## src/sv/ffpra_pkg.sv

```systemverilog
`timescale 1ns / 1ps
// ----------------------------------------------------------------------------
// ffpra_pkg
// Shared types and constants of the first-fit page run allocator.
// ----------------------------------------------------------------------------
package ffpra_pkg;

   localparam int unsigned ADDR_W      = 32;
   localparam int unsigned SHIFT_W     = 5;
   localparam int unsigned CSR_INDEX_W = 2;
   localparam int unsigned WORD_BITS   = 8;
   localparam int unsigned WORD_SHIFT  = 3;

   localparam logic [CSR_INDEX_W-1:0] CSR_COUNT_SHIFT  = 2'd0;
   localparam logic [CSR_INDEX_W-1:0] CSR_PAGE_SHIFT   = 2'd1;
   localparam logic [CSR_INDEX_W-1:0] CSR_BASE_ADDRESS = 2'd2;

   localparam logic [SHIFT_W-1:0] COUNT_SHIFT_RST  = 5'd12;
   localparam logic [SHIFT_W-1:0] PAGE_SHIFT_RST   = 5'd9;
   localparam logic [ADDR_W-1:0]  BASE_ADDRESS_RST = 32'h0200_0000;

   localparam logic MODE_ALLOC     = 1'b0;
   localparam logic MODE_FREE      = 1'b1;
   localparam logic STATUS_DONE    = 1'b0;
   localparam logic STATUS_NO_ROOM = 1'b1;

   typedef struct packed {
      logic              mode;
      logic [ADDR_W-1:0] byte_count;
      logic [ADDR_W-1:0] address;
   } req_type;

   typedef struct packed {
      logic [ADDR_W-1:0] block_address;
      logic              status;
   } rsp_type;

   typedef enum logic [1:0] {
      RSP_ALLOC = 2'd0,
      RSP_FAIL  = 2'd1,
      RSP_FREE  = 2'd2
   } rsp_kind_type;

   typedef struct packed {
      logic         take;
      logic         scan_run;
      logic         mark_init;
      logic         free_init;
      logic         walk_run;
      logic         clear_step;
      logic         rsp_load;
      rsp_kind_type rsp_kind;
   } cmd_type;

   typedef struct packed {
      logic too_big;
      logic in_range;
      logic run_zero;
      logic scan_hit;
      logic scan_end;
      logic walk_done;
      logic clear_done;
   } sts_type;

endpackage

```

## src/sv/ffpra_ctrl.sv

```systemverilog
`timescale 1ns / 1ps
// ----------------------------------------------------------------------------
// ffpra_ctrl
// Controller: clearing pass, request sequencing and result handshake.
// ----------------------------------------------------------------------------
module ffpra_ctrl (
   input  logic               clock,
   input  logic               reset,
   input  logic               req_valid,
   input  logic               req_mode,
   output logic               req_stall,
   output logic               rsp_valid,
   input  logic               rsp_stall,
   input  ffpra_pkg::sts_type sts,
   output ffpra_pkg::cmd_type cmd
);

   typedef enum logic [7:0] {
      ST_CLEAR      = 8'b0000_0001,
      ST_IDLE       = 8'b0000_0010,
      ST_ALLOC_SCAN = 8'b0000_0100,
      ST_ALLOC_MARK = 8'b0000_1000,
      ST_FREE_LOOK  = 8'b0001_0000,
      ST_FREE_EVAL  = 8'b0010_0000,
      ST_FREE_WALK  = 8'b0100_0000,
      ST_FINISH     = 8'b1000_0000
   } state_type;

   state_type                 state_ff, state_in;
   ffpra_pkg::rsp_kind_type   outcome_ff, outcome_in;
   logic                      rsp_valid_ff, rsp_valid_in;

   always_comb begin
      cmd          = '0;
      cmd.rsp_kind = outcome_ff;
      state_in     = state_ff;
      outcome_in   = outcome_ff;
      unique case (state_ff)
         ST_CLEAR: begin
            cmd.clear_step = 1'b1;
            if (sts.clear_done) begin
               state_in = ST_IDLE;
            end
         end
         ST_IDLE: begin
            if (req_valid) begin
               cmd.take = 1'b1;
               state_in = (req_mode == ffpra_pkg::MODE_ALLOC) ? ST_ALLOC_SCAN
                                                              : ST_FREE_LOOK;
            end
         end
         ST_ALLOC_SCAN: begin
            if (sts.too_big) begin
               outcome_in = ffpra_pkg::RSP_FAIL;
               state_in   = ST_FINISH;
            end else begin
               cmd.scan_run = 1'b1;
               if (sts.scan_hit) begin
                  cmd.mark_init = 1'b1;
                  state_in      = ST_ALLOC_MARK;
               end else if (sts.scan_end) begin
                  outcome_in = ffpra_pkg::RSP_FAIL;
                  state_in   = ST_FINISH;
               end
            end
         end
         ST_ALLOC_MARK: begin
            cmd.walk_run = 1'b1;
            if (sts.walk_done) begin
               outcome_in = ffpra_pkg::RSP_ALLOC;
               state_in   = ST_FINISH;
            end
         end
         ST_FREE_LOOK: begin
            state_in = ST_FREE_EVAL;
         end
         ST_FREE_EVAL: begin
            outcome_in = ffpra_pkg::RSP_FREE;
            if (!sts.in_range || sts.run_zero) begin
               state_in = ST_FINISH;
            end else begin
               cmd.free_init = 1'b1;
               state_in      = ST_FREE_WALK;
            end
         end
         ST_FREE_WALK: begin
            cmd.walk_run = 1'b1;
            if (sts.walk_done) begin
               state_in = ST_FINISH;
            end
         end
         ST_FINISH: begin
            if (!rsp_valid_ff || !rsp_stall) begin
               cmd.rsp_load = 1'b1;
               state_in     = ST_IDLE;
            end
         end
         default: begin
            state_in = ST_IDLE;
         end
      endcase
   end

   assign rsp_valid_in = cmd.rsp_load || (rsp_valid_ff && rsp_stall);

   always_ff @(posedge clock) begin
      if (reset) begin
         state_ff     <= ST_CLEAR;
         outcome_ff   <= ffpra_pkg::RSP_FREE;
         rsp_valid_ff <= 1'b0;
      end else begin
         state_ff     <= state_in;
         outcome_ff   <= outcome_in;
         rsp_valid_ff <= rsp_valid_in;
      end
   end

   assign req_stall = (state_ff != ST_IDLE);
   assign rsp_valid = rsp_valid_ff;

`ifndef SYNTHESIS
   a_take_leaves_idle: assert property (@(posedge clock) disable iff (reset)
      cmd.take |=> (state_ff != ST_IDLE))
      else $error("accepted transaction did not start work");

   a_rsp_from_finish: assert property (@(posedge clock) disable iff (reset)
      $rose(rsp_valid_ff) |-> $past(state_ff == ST_FINISH))
      else $error("result raised outside finish");

   a_no_rsp_in_clear: assert property (@(posedge clock) disable iff (reset)
      (state_ff == ST_CLEAR) |-> !rsp_valid_ff)
      else $error("result pending during clearing pass");

   a_hit_end_exclusive: assert property (@(posedge clock) disable iff (reset)
      (state_ff == ST_ALLOC_SCAN) |-> !(sts.scan_hit && sts.scan_end))
      else $error("scan reported hit and end together");
`endif

endmodule

```

## config.mk

```make
export PLATFORM = sky130hd
export DESIGN_NAME = ffpra_ctrl
export DESIGN_NICKNAME = d
export VERILOG_FILES = /design/src/sv/ffpra_pkg.sv /design/src/sv/ffpra_ctrl.sv
export SDC_FILE = /design/constraint.sdc
export NUM_CORES = 1
export LEC_CHECK = 0
export BUFFER_PORTS_ARGS = -buffer_cell sky130_fd_sc_hd__buf_2
export CAP_MARGIN = 0
export CORE_AREA = 2 2 39 41
export DETAILED_ROUTE_END_ITERATION = 7
export DIE_AREA = 0 0 41 43
export PLACE_DENSITY_LB_ADDON = 0.25
export SLEW_MARGIN = 40
export SYNTH_ARGS = -nofsm -noshare
export SYNTH_HDL_FRONTEND = slang
export SYNTH_SLANG_ARGS = --single-unit
```

## constraint.sdc

```tcl
create_clock -name clock -period 5 [get_ports clock]
set_input_delay 0.5 -clock clock [delete_from_list [all_inputs] [get_ports clock]]
set_output_delay 0.5 -clock clock [all_outputs]
set_load 0.01 [all_outputs]
```

# Word level (Yosys, flattened, before mapping)
# Index checks and enable logic that the tools add are counted.
# totals
register_bits,11
input_bits,12
output_inout_bits,11
# op_classes
n_eq_ne,17
n_mux,26
reduce_logical,11
# ops
cell,n
$mux W8,8
$pmux W8 S7,1
$mux W2,6
$mux W1,9
$eq A8 B1 Y1 const B,1
$eq A8 B2 Y1 const B,1
$eq A8 B3 Y1 const B,1
$eq A8 B4 Y1 const B,1
$eq A8 B5 Y1 const B,1
$eq A8 B6 Y1 const B,1
$eq A8 B7 Y1 const B,1
$eq A8 B8 Y1 const B,1
$ne A2 B2 Y1 const B,4
$ne A8 B2 Y1 const B,1
$ne A3 B3 Y1 const B,2
$pmux W2 S3,1
$mux W5,1
$reduce_and A5 Y1,1
$ne A4 B4 Y1 const B,1
$reduce_and A4 Y1,1
$logic_not A1 Y1,3
$logic_or A1 B1 Y1,3
$reduce_bool A3 Y1,1
$ne A2 B1 Y1 const B,1
other kinds (2),2

# Logic depth before layout (Yosys ltp)
# logic_depth
word_depth,5
depth_mapped,6

# Least setup slack after synthesis
# Ideal clock, no wire load.
# synth_timing
kind,register -> output
start,register state_ff[3]
end,output port cmd[6] (netlist bit)
arrival_ps,1380
t_required_ps,4500
setup_slack_ps,3120
stages_incl_launch_ff,5
path_buffers,0
path_cell_list,dfxtp_1 > nor4_4 > nand3_2 > nor2_1 > and2_1
# synth_rtl
element,line,rtl
start: declaration,ffpra_ctrl.sv:29,"state_type state_ff, state_in;"
start signal: assignment,ffpra_ctrl.sv:112,state_ff <= state_in;
end: declaration,ffpra_ctrl.sv:15,output ffpra_pkg::cmd_type cmd

==> results.sh <==
export IMPL_status="finished, final reports clean"
export IMPL_timing_fmax_mhz=430.8
export IMPL_yosysWarningCount=0
export IMPL_ir_drop_mv=0.1331
export IMPL_cts_path_max_buffers=2
export IMPL_finalMaxSlewViolations=0
export IMPL_synthCells=78
export IMPL_mostFrequentLayoutCells="buf_2, nor2_1, dfxtp_1"
export IMPL_detail_route_vias_per_cell=5.647
export IMPL_core_area_um2=1384
export IMPL_drc_errors=0
export IMPL_nNetsFinal=116
export IMPL_antennaDiodeCount=0
export IMPL_total_power_mw=0.1899
export IMPL_layout_min_cycle_time_ns=2.321
export IMPL_wire_per_inst_um=12.67
export IMPL_start_util_pct=46.75
export IMPL_seq_area_frac_synth_pct=34.04
export IMPL_chipHeight_um=43
export IMPL_worstSetupPathType="flop to primary output"
export IMPL_antenna_found_initial=0
export IMPL_ff2ff_setup_slack_ns=3.14
export IMPL_gp_congestion=0.7916
export IMPL_critPathMaxFanout=7
export IMPL_fp_dieW_um=41
export IMPL_setup_viol=0
export IMPL_place_ws_ns=2.999
export IMPL_num_vias=672
export IMPL_numClockSinks=11
export IMPL_dieArea_um2=1763
export IMPL_io_pins=23
export IMPL_areaGrowthSynthToFinish_pct=23.60
export IMPL_post_cts_setup_buffer_count=0
export IMPL_num_fill_cells=150
export IMPL_synth_avg_cell_area_um2=8.293
export IMPL_grt_max_degree=12
export IMPL_io_buffers=22
export IMPL_max_cap_violations=0
export IMPL_clk_pin_slew_worst_paths_ns=0.07
export IMPL_hold_class="flop to flop"
export IMPL_cts_repair_resized=0
export IMPL_min_period_over_period_pct=46.42
export IMPL_setup_slack_ns=2.679
export IMPL_grt_overflow=0
export IMPL_syn_nets=90
export IMPL_setup_tns_ns=0
export IMPL_cts_tree="yes"
export IMPL_drive_gt1_share_pct=31.07
export IMPL_cp_start_kind="flop"
export IMPL_routed_wl_um=1508
export IMPL_track_usage_pct=20.85
export IMPL_ys_types=33
export IMPL_max_slew_margin_pct=67.42
export IMPL_crit_required_ns=4.50
export IMPL_drt_iter0_markers=15
export IMPL_dp_hpwl_um=1152
export IMPL_worst_path_max_delay_cell="nor4_4"
export IMPL_worstSetupEndpointType="primary output"
export IMPL_ant_nets=0
export IMPL_fp_row_count=14
export IMPL_worstMarginPinSlew_ns=0.4847
export IMPL_p_leak_nw=0.3821
export IMPL_holdBufCountCts=0
export IMPL_cts_inserted_buffers=3
export IMPL_clock_skew_ns=0.001635
export IMPL_max_stage_delay_ns=0.49
export IMPL_h_tree_depth=1
export IMPL_rsz0062_at_grt="no"
export IMPL_synth_area_um2=646.9
export IMPL_final_common_cell="buf_2"
export IMPL_critPathArrivalTime_ns=1.82
export IMPL_grt_pass1_wl_um=2470
export IMPL_drt_pass1_iterations=4
export IMPL_clockRootBuffer="clkbuf_4"
export IMPL_first_global_vias=596
export IMPL_clk_latency_ns=0.28
export IMPL_final_hold_violation_count=0
export IMPL_ys_ff_latch=11
export IMPL_power_density_nw_per_um2=237.6
export IMPL_worstPathCellList="nor4_4, nand3_2, nor2_1, and2_1, buf_2"
registers in the layout, summed over array words and instances, names as in the netlist:
register / count
state_ff: 8
outcome_ff: 2
rsp_valid: 1
path summary, 6_finish.rpt:
check                                   from                    endpoint  cells after the start
setup / recovery    state_ff[3]$_SDFFE_PP0P_                      cmd[6]                      5
hold / removal    outcome_ff[1]$_SDFFE_PP1P_  outcome_ff[1]$_SDFFE_PP1P_                      1
setup reg to reg    state_ff[1]$_SDFFE_PP0P_    state_ff[4]$_SDFFE_PP0P_                      5
hold reg to reg   outcome_ff[1]$_SDFFE_PP1P_  outcome_ff[1]$_SDFFE_PP1P_                      1
kinds of logic after synthesis:
kind of cell | Yosys count | share of synthesized area (%)
XOR/XNOR | 2 | 2.708
buffers and inverters | 6 | 3.480
AO/OA/AOI/OAI | 16 | 17.80
AND/OR/NAND/NOR | 43 | 41.98
flip-flops | 11 | 34.04
where the power goes:
part	switching (mW)	leakage [nW]	total [mW]	internal, mW
sequential	0.00416	0.0894	0.0943	0.0902
combinational	0.0170	0.278	0.0324	0.0155
clock	0.0322	0.0150	0.0632	0.0310
synthesized netlist by cell type, drive strengths merged:
| library cell | count | area share (%) |
|---|---|---|
| dfxtp | 11 | 34 |
| nor2 | 11 | 6.4 |
| a21oi | 6 | 4.6 |
| inv | 5 | 2.9 |
| nand2 | 5 | 2.9 |
| nor2b | 5 | 4.8 |
| nand3 | 3 | 3.1 |
| nand4 | 3 | 2.9 |
| nand4b | 3 | 4.1 |
| a21o | 2 | 2.3 |
| and4b | 2 | 3.3 |
| nor3 | 2 | 1.5 |
| nor3b | 2 | 2.3 |
| nor4 | 2 | 5.2 |
| xor2 | 2 | 2.7 |
| a211oi | 1 | 1.2 |
| a22oi | 1 | 1.2 |
| a2bb2oi | 1 | 1.4 |
| and2 | 1 | 0.97 |
| and3 | 1 | 1.2 |
| clkbuf | 1 | 0.58 |
| nand2b | 1 | 0.97 |
| nor4b | 1 | 1.4 |
| o2111ai | 1 | 2.3 |
| o211ai | 1 | 1.2 |
| o21bai | 1 | 1.2 |
| o22ai | 1 | 0.97 |
| o32a | 1 | 1.5 |
| or3 | 1 | 0.97 |
worst max-delay path, delay by kind of cell, from the launching register on:
family	cells	cell delay, ns
buffers and inverters	1	0.12
and+or+nand+nor	4	1.05
DFF	1	0.37
per-layer routing:
| layer | part of all wire [%] | GRT usage (%) | wire (um) | vias up |
|---|---|---|---|---|
| li1 | - | - | - | 340 |
| met1 | 47 | 25.32 | 705 | 308 |
| met2 | 45 | 31.87 | 686 | 22 |
| met3 | 6.6 | 6.283 | 99 | 2 |
| met4 | 1.1 | 10.00 | 16 | 0 |
| met5 | 0 | 0 | 0 | - |
through the flow:
step / util, % / hold WS, ns / instance area (um2) / instances
after global placement: 55.88 / 0.4319 / 773.2 / 115
after floorplan: - / 0.4966 / 646.9 / 78
after CTS: 57.78 / 0.4508 / 799.5 / 119
final: 57.78 / 0.4457 / 799.5 / 119
after global routing: 57.78 / 0.4757 / 799.5 / 119
after detailed placement: 55.88 / 0.4334 / 773.2 / 115
final cells by class:
cell class	count	area, um2	area share, %
clock buffer	4	26.28	3.286
inverter	5	18.77	2.347
multi-input combinational	61	404.1	50.55
sequential	11	220.2	27.54
tap	16	20.02	2.504
timing repair buffer	22	110.1	13.77
(Power assumes the default switching activity.)
